--- src/hkc_pkg.sv ---
`default_nettype none

package hkc_pkg;

    // Default size of the key map.
    localparam int KEY_COUNT_DEFAULT = 768;

    // Field widths fixed by the interface.
    localparam int KEY_CODE_W = 10;
    localparam int HOTKEY_W   = 11;
    localparam int PERIOD_W   = 37;
    localparam int CFG_DATA_W = 37;
    localparam int CFG_IDX_W  = 3;

    // Register reset values.
    localparam logic [HOTKEY_W-1:0] HOTKEY_UNUSED  = 11'h7FF;
    localparam logic [PERIOD_W-1:0] PERIOD_DEFAULT = 37'd1000000;

    // Keys whose right-hand twin also drives them.
    localparam logic [KEY_CODE_W-1:0] CODE_LEFTCTRL   = 10'd29;
    localparam logic [KEY_CODE_W-1:0] CODE_LEFTSHIFT  = 10'd42;
    localparam logic [KEY_CODE_W-1:0] CODE_RIGHTSHIFT = 10'd54;
    localparam logic [KEY_CODE_W-1:0] CODE_LEFTALT    = 10'd56;
    localparam logic [KEY_CODE_W-1:0] CODE_RIGHTCTRL  = 10'd97;
    localparam logic [KEY_CODE_W-1:0] CODE_RIGHTALT   = 10'd100;

    // Configuration register indexes.
    typedef enum logic [CFG_IDX_W-1:0] {
        CFG_HOTKEY_A = 3'd0,
        CFG_HOTKEY_B = 3'd1,
        CFG_HOTKEY_C = 3'd2,
        CFG_BUTTON   = 3'd3,
        CFG_PERIOD   = 3'd4
    } cfg_index_t;

    typedef enum logic {
        ITEM_KEY  = 1'b0,
        ITEM_TICK = 1'b1
    } item_kind_t;

    typedef enum logic [2:0] {
        EV_PRESS   = 3'd0,
        EV_SYNC    = 3'd1,
        EV_RELEASE = 3'd2,
        EV_STARTED = 3'd3,
        EV_STOPPED = 3'd4
    } event_kind_t;

    typedef struct packed {
        item_kind_t              kind;
        logic [KEY_CODE_W-1:0]   key_code;
        logic [1:0]              key_value;
    } item_t;

    typedef struct packed {
        event_kind_t event_kind;
        logic        button_sel;
        logic        last_of_run;
    } result_t;

endpackage

`default_nettype wire

--- src/hkc_ram.sv ---
`default_nettype none

module hkc_ram #(
    parameter int WIDTH = 1,
    parameter int DEPTH = 768
) (
    input  wire logic                     clk,
    input  wire logic                     we,
    input  wire logic [$clog2(DEPTH)-1:0] waddr,
    input  wire logic [WIDTH-1:0]         wdata,
    input  wire logic                     re,
    input  wire logic [$clog2(DEPTH)-1:0] raddr,
    output logic      [WIDTH-1:0]         rdata
);

    logic [WIDTH-1:0] mem [DEPTH];

    // One write port and one registered read port.
    always_ff @(posedge clk)
    begin
        if (we)
        begin
            mem[waddr] <= wdata;
        end
        if (re)
        begin
            rdata <= mem[raddr];
        end
    end

endmodule

`default_nettype wire

--- src/hotkey_toggled_click_generator.sv ---
// Hotkey-toggled click generator. Items on the item channel are key events or
// time ticks; an item lands in an input register and is processed from there,
// so one item can be taken every cycle while the result register has room. A
// chord that completes gives one result transaction, and a click tick gives
// four (press, sync, release, sync); a further item that gives results waits
// in the input register until all of them have been taken. After reset the key
// map memory is cleared at one entry per cycle, which keeps the item channel
// stalled until every entry is cleared. A write to any of the three hotkey
// registers stalls the item channel from the write cycle on, while the held
// state of the new key is fetched from the key map memory; hotkey writes in a
// row are fetched in turn, so the stall ends once the last of them has been
// fetched (or after the clearing pass, if that is still running). Any other
// register write stalls only its own cycle.
`default_nettype none

module hotkey_toggled_click_generator #(
    parameter int KEY_COUNT = hkc_pkg::KEY_COUNT_DEFAULT
) (
    input  wire logic                              clk,
    input  wire logic                              rst_n,
    input  wire logic                              item_valid,
    output logic                                   item_stall,
    input  wire hkc_pkg::item_t                    item,
    output logic                                   result_valid,
    input  wire logic                              result_stall,
    output hkc_pkg::result_t                       result,
    input  wire logic                              cfg_we,
    input  wire logic [hkc_pkg::CFG_IDX_W-1:0]     cfg_index,
    input  wire logic [hkc_pkg::CFG_DATA_W-1:0]    cfg_data
);

    import hkc_pkg::*;

    localparam int AW = $clog2(KEY_COUNT);
    localparam logic [HOTKEY_W-1:0] KEY_LIMIT = HOTKEY_W'(KEY_COUNT);
    localparam logic [AW-1:0] LAST_ADDR = AW'(KEY_COUNT - 1);

    // True when a hotkey code is also set by a right-hand twin key.
    function automatic logic is_special(input logic [HOTKEY_W-1:0] hk);
        is_special = (hk == {1'b0, CODE_LEFTCTRL}) || (hk == {1'b0, CODE_LEFTSHIFT}) ||
                     (hk == {1'b0, CODE_LEFTALT});
    endfunction

    // Held state of a twin-driven left key, zero for any other code.
    function automatic logic special_bit(input logic [HOTKEY_W-1:0] hk,
                                         input logic lctrl, input logic lshift,
                                         input logic lalt);
        logic b;
        b = 1'b0;
        if (hk == {1'b0, CODE_LEFTCTRL})
        begin
            b = lctrl;
        end
        else if (hk == {1'b0, CODE_LEFTSHIFT})
        begin
            b = lshift;
        end
        else if (hk == {1'b0, CODE_LEFTALT})
        begin
            b = lalt;
        end
        special_bit = b;
    endfunction

    // True when a key event with this code changes the state of hotkey hk.
    function automatic logic key_hits(input logic [HOTKEY_W-1:0] hk,
                                      input logic [KEY_CODE_W-1:0] code);
        key_hits = (hk == {1'b0, code}) ||
                   ((hk == {1'b0, CODE_LEFTCTRL}) && (code == CODE_RIGHTCTRL)) ||
                   ((hk == {1'b0, CODE_LEFTSHIFT}) && (code == CODE_RIGHTSHIFT)) ||
                   ((hk == {1'b0, CODE_LEFTALT}) && (code == CODE_RIGHTALT));
    endfunction

    // Configuration registers.
    logic [2:0][HOTKEY_W-1:0] hk_reg, hk_next;
    logic                     button_reg, button_next;
    logic [PERIOD_W-1:0]      period_reg, period_next;

    // Block state.
    logic [2:0]          shadow_reg, shadow_next;
    logic                lctrl_reg, lctrl_next;
    logic                lshift_reg, lshift_next;
    logic                lalt_reg, lalt_next;
    logic                was_reg, was_next;
    logic                running_reg, running_next;
    logic                armed_reg, armed_next;
    logic [PERIOD_W-1:0] ttn_reg, ttn_next;

    // Key map clearing pass.
    logic          clearing_reg, clearing_next;
    logic [AW-1:0] clr_cnt_reg, clr_cnt_next;

    // Hotkey refresh after a hotkey register write.
    logic [2:0] pend_reg, pend_next;
    logic       rf_inflight_reg, rf_inflight_next;
    logic [1:0] rf_idx_reg, rf_idx_next;

    // Input register.
    logic  in_full_reg, in_full_next;
    item_t in_item_reg, in_item_next;

    // Result register.
    logic       out_valid_reg, out_valid_next;
    logic       burst_click_reg, burst_click_next;
    logic       burst_btn_reg, burst_btn_next;
    logic       burst_start_reg, burst_start_next;
    logic [1:0] beat_reg, beat_next;

    // Combinational signals.
    logic [2:0]          cfg_hk_wr;
    logic [2:0]          hk_unused, hk_in_range, key_match, shadow_upd;
    logic                code_in_range, held, is_key, key_evt, chord, toggle;
    logic [PERIOD_W-1:0] cnt_eff;
    logic                click, has_result, drain, load;
    logic                out_accept, out_last, burst_free, item_accept;
    logic                rf_issue, rf_busy;
    logic [1:0]          rf_sel;
    logic [2:0]          rf_sel_onehot;
    logic                ram_we, ram_wdata, ram_rdata;
    logic [AW-1:0]       ram_waddr, ram_raddr;

    // Hotkey register writes by index.
    always_comb
    begin
        cfg_hk_wr[0] = cfg_we && (cfg_index == CFG_HOTKEY_A);
        cfg_hk_wr[1] = cfg_we && (cfg_index == CFG_HOTKEY_B);
        cfg_hk_wr[2] = cfg_we && (cfg_index == CFG_HOTKEY_C);
    end

    // Key event decode and chord check on the updated hotkey state.
    always_comb
    begin
        is_key        = (in_item_reg.kind == ITEM_KEY);
        code_in_range = ({1'b0, in_item_reg.key_code} < KEY_LIMIT);
        held          = |in_item_reg.key_value;
        key_evt       = is_key && code_in_range;
        for (int i = 0; i < 3; i++)
        begin
            hk_unused[i]   = (hk_reg[i] == HOTKEY_UNUSED);
            hk_in_range[i] = !hk_reg[i][HOTKEY_W-1] && (hk_reg[i] < KEY_LIMIT);
            key_match[i]   = hk_in_range[i] && key_hits(hk_reg[i], in_item_reg.key_code);
            shadow_upd[i]  = (key_evt && key_match[i]) ? held : shadow_reg[i];
        end
        chord  = &(hk_unused | (hk_in_range & shadow_upd));
        toggle = key_evt && chord && !was_reg;
    end

    // Tick decode: a running tick clicks when the countdown has reached zero.
    always_comb
    begin
        cnt_eff    = armed_reg ? ttn_reg : '0;
        click      = !is_key && running_reg && (cnt_eff == '0);
        has_result = toggle || click;
    end

    // Handshakes between the input register and the result register.
    always_comb
    begin
        out_accept  = out_valid_reg && !result_stall;
        out_last    = !burst_click_reg || (beat_reg == 2'd3);
        burst_free  = !out_valid_reg || (out_accept && out_last);
        drain       = in_full_reg && (burst_free || !has_result);
        load        = drain && has_result;
        rf_busy     = (|pend_reg) || rf_inflight_reg;
        item_stall  = clearing_reg || rf_busy || cfg_we || (in_full_reg && !drain);
        item_accept = item_valid && !item_stall;
    end

    // Refresh request selection, lowest pending hotkey first.
    always_comb
    begin
        rf_sel        = 2'd0;
        rf_sel_onehot = 3'b001;
        if (!pend_reg[0] && pend_reg[1])
        begin
            rf_sel        = 2'd1;
            rf_sel_onehot = 3'b010;
        end
        else if (!pend_reg[0] && !pend_reg[1])
        begin
            rf_sel        = 2'd2;
            rf_sel_onehot = 3'b100;
        end
        rf_issue  = !clearing_reg && !in_full_reg && (|pend_reg);
        ram_raddr = hk_reg[rf_sel][AW-1:0];
    end

    // Key map memory write: clearing pass first, then key events.
    always_comb
    begin
        ram_we    = clearing_reg || (drain && key_evt);
        ram_waddr = clearing_reg ? clr_cnt_reg : in_item_reg.key_code[AW-1:0];
        ram_wdata = clearing_reg ? 1'b0 : held;
    end

    hkc_ram #(
        .WIDTH (1),
        .DEPTH (KEY_COUNT)
    ) u_key_map (
        .clk   (clk),
        .we    (ram_we),
        .waddr (ram_waddr),
        .wdata (ram_wdata),
        .re    (rf_issue),
        .raddr (ram_raddr),
        .rdata (ram_rdata)
    );

    // Configuration, refresh and clearing control.
    always_comb
    begin
        hk_next          = hk_reg;
        button_next      = button_reg;
        period_next      = period_reg;
        clearing_next    = clearing_reg;
        clr_cnt_next     = clr_cnt_reg;
        pend_next        = (pend_reg & ~(rf_issue ? rf_sel_onehot : 3'b000)) | cfg_hk_wr;
        rf_inflight_next = rf_issue && !cfg_hk_wr[rf_sel];
        rf_idx_next      = rf_issue ? rf_sel : rf_idx_reg;

        if (cfg_we)
        begin
            unique case (cfg_index)
                CFG_HOTKEY_A: hk_next[0]  = cfg_data[HOTKEY_W-1:0];
                CFG_HOTKEY_B: hk_next[1]  = cfg_data[HOTKEY_W-1:0];
                CFG_HOTKEY_C: hk_next[2]  = cfg_data[HOTKEY_W-1:0];
                CFG_BUTTON:   button_next = cfg_data[0];
                CFG_PERIOD:   period_next = cfg_data[PERIOD_W-1:0];
                default:      ;
            endcase
        end

        if (clearing_reg)
        begin
            if (clr_cnt_reg == LAST_ADDR)
            begin
                clearing_next = 1'b0;
            end
            else
            begin
                clr_cnt_next = clr_cnt_reg + 1'b1;
            end
        end
    end

    // Key, chord, run and countdown state.
    always_comb
    begin
        shadow_next  = shadow_reg;
        lctrl_next   = lctrl_reg;
        lshift_next  = lshift_reg;
        lalt_next    = lalt_reg;
        was_next     = was_reg;
        running_next = running_reg;
        armed_next   = armed_reg;
        ttn_next     = ttn_reg;

        if (drain && key_evt)
        begin
            shadow_next = shadow_upd;
            if ((in_item_reg.key_code == CODE_LEFTCTRL) ||
                (in_item_reg.key_code == CODE_RIGHTCTRL))
            begin
                lctrl_next = held;
            end
            if ((in_item_reg.key_code == CODE_LEFTSHIFT) ||
                (in_item_reg.key_code == CODE_RIGHTSHIFT))
            begin
                lshift_next = held;
            end
            if ((in_item_reg.key_code == CODE_LEFTALT) ||
                (in_item_reg.key_code == CODE_RIGHTALT))
            begin
                lalt_next = held;
            end
            if (toggle)
            begin
                running_next = !running_reg;
                was_next     = 1'b1;
            end
            else if (!chord)
            begin
                was_next = 1'b0;
            end
        end

        if (drain && !is_key)
        begin
            if (!running_reg)
            begin
                armed_next = 1'b0;
            end
            else
            begin
                armed_next = 1'b1;
                if (cnt_eff != '0)
                begin
                    ttn_next = cnt_eff - 1'b1;
                end
                else
                begin
                    ttn_next = (period_reg == '0) ? '0 : period_reg - 1'b1;
                end
            end
        end

        // A fetched key map bit lands unless its hotkey was rewritten meanwhile.
        if (rf_inflight_reg)
        begin
            for (int i = 0; i < 3; i++)
            begin
                if ((rf_idx_reg == 2'(i)) && !cfg_hk_wr[i])
                begin
                    shadow_next[i] = is_special(hk_reg[i]) ?
                        special_bit(hk_reg[i], lctrl_reg, lshift_reg, lalt_reg) :
                        ram_rdata;
                end
            end
        end

        // A new hotkey code starts from its twin-driven value or zero.
        for (int i = 0; i < 3; i++)
        begin
            if (cfg_hk_wr[i])
            begin
                shadow_next[i] = special_bit(cfg_data[HOTKEY_W-1:0], lctrl_reg,
                                             lshift_reg, lalt_reg);
            end
        end
    end

    // Input register.
    always_comb
    begin
        in_full_next = item_accept || (in_full_reg && !drain);
        in_item_next = item_accept ? item : in_item_reg;
    end

    // Result register: one transaction for a toggle, four for a click.
    always_comb
    begin
        out_valid_next   = out_valid_reg;
        burst_click_next = burst_click_reg;
        burst_btn_next   = burst_btn_reg;
        burst_start_next = burst_start_reg;
        beat_next        = beat_reg;
        if (load)
        begin
            out_valid_next   = 1'b1;
            burst_click_next = click;
            burst_btn_next   = button_reg;
            burst_start_next = !running_reg;
            beat_next        = 2'd0;
        end
        else if (out_accept)
        begin
            if (out_last)
            begin
                out_valid_next = 1'b0;
            end
            else
            begin
                beat_next = beat_reg + 1'b1;
            end
        end
    end

    // Result payload.
    always_comb
    begin
        result_valid       = out_valid_reg;
        result.last_of_run = out_last;
        result.button_sel  = 1'b0;
        if (!burst_click_reg)
        begin
            result.event_kind = burst_start_reg ? EV_STARTED : EV_STOPPED;
        end
        else
        begin
            case (beat_reg)
                2'd0:
                begin
                    result.event_kind = EV_PRESS;
                    result.button_sel = burst_btn_reg;
                end
                2'd1: result.event_kind = EV_SYNC;
                2'd2:
                begin
                    result.event_kind = EV_RELEASE;
                    result.button_sel = burst_btn_reg;
                end
                default: result.event_kind = EV_SYNC;
            endcase
        end
    end

    // Control registers.
    always_ff @(posedge clk or negedge rst_n)
    begin
        if (!rst_n)
        begin
            hk_reg           <= {3{HOTKEY_UNUSED}};
            button_reg       <= 1'b0;
            period_reg       <= PERIOD_DEFAULT;
            shadow_reg       <= '0;
            lctrl_reg        <= 1'b0;
            lshift_reg       <= 1'b0;
            lalt_reg         <= 1'b0;
            was_reg          <= 1'b0;
            running_reg      <= 1'b0;
            armed_reg        <= 1'b0;
            ttn_reg          <= '0;
            clearing_reg     <= 1'b1;
            clr_cnt_reg      <= '0;
            pend_reg         <= '0;
            rf_inflight_reg  <= 1'b0;
            rf_idx_reg       <= 2'd0;
            in_full_reg      <= 1'b0;
            out_valid_reg    <= 1'b0;
            burst_click_reg  <= 1'b0;
            beat_reg         <= 2'd0;
        end
        else
        begin
            hk_reg           <= hk_next;
            button_reg       <= button_next;
            period_reg       <= period_next;
            shadow_reg       <= shadow_next;
            lctrl_reg        <= lctrl_next;
            lshift_reg       <= lshift_next;
            lalt_reg         <= lalt_next;
            was_reg          <= was_next;
            running_reg      <= running_next;
            armed_reg        <= armed_next;
            ttn_reg          <= ttn_next;
            clearing_reg     <= clearing_next;
            clr_cnt_reg      <= clr_cnt_next;
            pend_reg         <= pend_next;
            rf_inflight_reg  <= rf_inflight_next;
            rf_idx_reg       <= rf_idx_next;
            in_full_reg      <= in_full_next;
            out_valid_reg    <= out_valid_next;
            burst_click_reg  <= burst_click_next;
            beat_reg         <= beat_next;
        end
    end

    // Payload registers.
    always_ff @(posedge clk)
    begin
        in_item_reg     <= in_item_next;
        burst_btn_reg   <= burst_btn_next;
        burst_start_reg <= burst_start_next;
    end

    // The item channel stays closed while the key map is being cleared.
    a_clear_stalls: assert property (@(posedge clk) disable iff (!rst_n)
        clearing_reg |-> item_stall)
        else $error("item channel open during key map clearing");

    // A refresh read never overlaps a key event waiting to write the key map.
    a_refresh_alone: assert property (@(posedge clk) disable iff (!rst_n)
        rf_inflight_reg |-> !in_full_reg)
        else $error("hotkey refresh overlaps a pending key event");

    // Run started and stopped are always single, final transactions.
    a_toggle_last: assert property (@(posedge clk) disable iff (!rst_n)
        (result_valid && ((result.event_kind == EV_STARTED) ||
                          (result.event_kind == EV_STOPPED))) |-> result.last_of_run)
        else $error("run toggle result not marked last");

    // A click that is part way through keeps its remaining transactions.
    a_click_continues: assert property (@(posedge clk) disable iff (!rst_n)
        (out_accept && !out_last) |=> (result_valid && burst_click_reg))
        else $error("click burst cut short");

    // A completed chord flips the run flag.
    a_toggle_flips: assert property (@(posedge clk) disable iff (!rst_n)
        (drain && toggle) |=> (running_reg != $past(running_reg)))
        else $error("chord completed without toggling the run flag");

endmodule

`default_nettype wire

--- config.mk ---
export PLATFORM = sky130hd
export DESIGN_NAME = hotkey_toggled_click_generator
export DESIGN_NICKNAME = d
export VERILOG_FILES = /design/src/hkc_pkg.sv /design/src/hkc_ram.sv /design/src/hotkey_toggled_click_generator.sv
export SDC_FILE = /design/constraint.sdc
export NUM_CORES = 2
export LEC_CHECK = 0
export BUFFER_PORTS_ARGS = -buffer_cell sky130_fd_sc_hd__buf_2
export CORE_MARGIN = 5
export CORE_UTILIZATION = 60
export CTS_BUF_LIST = sky130_fd_sc_hd__clkbuf_4 sky130_fd_sc_hd__clkbuf_8
export CTS_CLUSTER_DIAMETER = 120
export DETAILED_ROUTE_END_ITERATION = 16
export GPL_TIMING_DRIVEN = 1
export PLACE_DENSITY = 0.84
export SLEW_MARGIN = 20
export SYNTH_ARGS = -nofsm -noshare
export SYNTH_HDL_FRONTEND = slang
export SYNTH_SLANG_ARGS = --single-unit
--- constraint.sdc ---
create_clock -name clk -period 39.9 [get_ports clk]
set_clock_uncertainty 0.15 [all_clocks]
set_input_delay 3.99 -clock clk [delete_from_list [all_inputs] [get_ports clk]]
set_output_delay 3.99 -clock clk [all_outputs]
set_load 0.01 [all_outputs]
==> reports/qor.csv <==
stage,metric,value,unit
status,status,"complete, no violations",
clock_network,ctsResizeCount,0,
setup_path,cp-end-kind,output port,
place,place_area,44500,µm²
logic_synthesis,syn_inst,3941,
sta,finalHoldViolations,0,
place,place.gp.congestion,0.936,
clock_network,cts_sinks,923,
drt,via_count,32200,
logic_synthesis,synth_cell_types,81,
pwr,cell_internal_pwr,1690,µW
logic_synthesis,synthAdderAreaFrac,0.00200,
clock_network,cts_tree,built,
logic_synthesis,syn_area,43700,µm²
drt,detail-route-antenna-nets,0,
finish,nets,4006,
sta,clock.fmax,0.108,GHz
place,post-dp-hpwl,67000,µm
floorplan,floorplan.die_area,78300,µm²
sta,slew_headroom,0.144,
pwr,pwr_density_cell,51.3,nW/µm²
logic_synthesis,synth.area.top_cells,"edfxtp_1, nor2_1, nand2_1",
pwr,p_comb_frac,0.200,
drt,first_iter_violations,4626,
drt,wl_per_cell,22.8,µm
pwr,switching_share,0.303,
pwr,pwr-share-seq,0.470,
logic_synthesis,ys.flop_type,edfxtp_1,
clock_network,cts_made_buffers,150,
pwr,ir_drop,0.0438,mV
logic_synthesis,synth-edff-count,784,
setup_path,reg2reg_slack,33.68,ns
setup_path,cp_max_fo,4,
logic_synthesis,synth_top_area_frac,0.539,
sta,fin_tns_setup,0,ns
clock_network,cts_htree_levels,4,
setup_path,r2r_end,u_key_map.mem[298]$_DFFE_PP_,
floorplan,core_area,72600,µm²
clock_network,ctsHoldBuffers,0,
grt,grt_max_degree,277,
finish,drive_gt1_frac,0.151,
finish,nFillCells,5137,
logic_synthesis,yosys.area_share.simple,0.199,
logic_synthesis,ys_seq_area_frac,0.620,
logic_synthesis,synth_xor_area_frac,0.0148,
finish,mostFrequentLayoutCell,nor2_1,
finish,largest_register_ffs,768,
logic_synthesis,synth_compound_area_frac,0.0573,
drt,vias_per_cell,6.42,
sta,drv_slew,0,
finish,final_cell_mix,"nor2_1, edfxtp_1, nand2_1",
pwr,clock_power_share,0.330,
setup_path,cp-startpoint,result_stall,
grt,first_global_vias,31000,
logic_synthesis,syn-num-nets,4006,
setup_path,worstSetupPathType,input port to output port,
grt,antenna_found_initial,1,
sta,worst_pin_slew,1.28,ns
pwr,p_switching,738,µW
drt,firstDrtPassIters,8,
pwr,p_leak,0.0152,µW
grt,grt_pass1_wl,174000,µm
clock_network,ctsLongestPathBuffers,3,
clock_network,cts_root_buf,clkbuf_8,
logic_synthesis,yosys_warnings,0,
setup_path,r2r_start,in_item_reg[10]$_DFFE_PP_,
setup_path,crit_arrival,5.10,ns
clock_network,post-cts-setup-buffers,0,
drt,drt_wl_total,114000,µm
logic_synthesis,synth_largest_area_cell,edfxtp_1,
finish,multiInputGateArea,15300,µm²
run,maxCapViolCount,0,
sta,finalCritPeriodShare,0.232,
logic_synthesis,yosys_register_bits,923,
min_path,hp-start,button_reg$_DFFE_PN0P_,
setup_path,crit_path_end,item_stall,
logic_synthesis,syn_avg_cell_area,11.1,µm²
floorplan,fp.dieH,280,µm
logic_synthesis,ys_async_sr_fraction,0.151,
logic_synthesis,synth_mux_area_frac,0.0744,
floorplan,rows,99,
sta,grt_setup_unrepaired,false,
clock_network,clk_pin_slew,0.06,ns
finish,syn_to_final_growth,8.60,%
min_path,min_path_type,flip-flop to flip-flop,
floorplan,die_x,280,µm
grt,overflow,0,
logic_synthesis,synth_top_family_by_area,simple AND/OR/NAND/NOR gates,
sta,fin_crit,9.24,ns
sta,setup_viol,0,
setup_path,cp-start-kind,input port,
drt,drc,0,
setup_path,ff2ff_path_depth,12,
finish,final_area,47400,µm²
clock_network,clk_latency,0.82,ns
floorplan,ios,65,
floorplan,start_util,0.602,
grt,gr-usage-all-layers,0.286,
pwr,p_total,2430,µW
setup_path,crit_required,35.76,ns
place,io_buffers,64,
finish,regArea,27100,µm²
## metal layers
| layer | part of all wire | GRT usage | vias to the layer above |
|---|---|---|---|
| li1 | - | - | 14000 |
| met4 | 0.060 | 0.157 | 0 |
| met5 | 0 | 0 | - |
| met2 | 0.46 | 0.449 | 2252 |
| met3 | 0.13 | 0.0744 | 400 |
| met1 | 0.35 | 0.370 | 15500 |
## worst max-delay path, stage by stage
cell      delay, ns
buf_2          0.11
o21a_1         0.23
nand2_1        0.08
a21oi_1        0.38
nand2b_1       0.17
buf_2          0.13
## kinds of logic (layout without fill, tap and decap cells)
family                     count (synthesis)  count (layout)
adders and majority gates                  7               7
buffers and inverters                    292             407
muxes                                    190             190
AOI/OAI and AO/OA                        382             382
and+or+nand+nor                         2073            2073
DFF                                      923             923
xor gates and xnor gates                  74              74
other                                      0               1
## worst min-delay path by stage
stage | end | slack (ns) | depth (start not counted)
final | burst_btn_reg$_DFFE_PP_ | 0.29 | 0
after floorplan | burst_btn_reg$_DFFE_PP_ | 0.27 | 0
after global routing | burst_btn_reg$_DFFE_PP_ | 0.30 | 0
after CTS | burst_btn_reg$_DFFE_PP_ | 0.29 | 0
after global placement | burst_btn_reg$_DFFE_PP_ | 0.28 | 0
after detailed placement | burst_btn_reg$_DFFE_PP_ | 0.28 | 0
## per-stage QoR
stage	util	instances	worst slack [ns]	hold slack [ns]
6_report	0.654	5016	30.66	0.294
5_1_grt	0.654	5016	30.65	0.304
4_1_cts	0.653	5014	30.73	0.292
3_5_place_dp	0.613	4747	30.73	0.282
3_3_place_gp	0.613	4747	30.73	0.276
2_1_floorplan	-	3941	17.64	0.269
## cell type report
| type | count | share of cell area |
|---|---|---|
| Sequential cell | 923 | 0.571 |
| Clock buffer | 210 | 0.0545 |
| Inverter | 23 | 0.00182 |
| Tap cell | 959 | 0.0253 |
| Clock inverter | 57 | 0.00701 |
| Timing Repair Buffer | 117 | 0.0175 |
| Antenna cell | 1 | 0.0000527 |
| Multi-Input combinational cell | 2726 | 0.323 |
## synth_stat cells, types with 35 or more instances
| library cell | number |
|---|---|
| a31oi_1 | 52 |
| clkbuf_1 | 110 |
| dfrtp_1 | 98 |
| a21oi_1 | 97 |
| edfxtp_1 | 784 |
| nand3_1 | 226 |
| dfstp_2 | 41 |
| buf_2 | 66 |
| nor3_1 | 35 |
| nor2_1 | 898 |
| mux2_2 | 68 |
| buf_4 | 70 |
| xor2_1 | 44 |
| o21ai_0 | 60 |
| mux4_2 | 101 |
| nand2_1 | 743 |
## power by group through the flow
stage                     combinational, µW  clock [µW]  sequential (µW)
after floorplan                         341           0             1150
after global placement                  458           0             1160
after detailed placement                470           0             1160
after CTS                               475         809             1140
after global routing                    519         857             1150
final                                   485         803             1140
No activity file was read; power rests on OpenSTA's default activity.
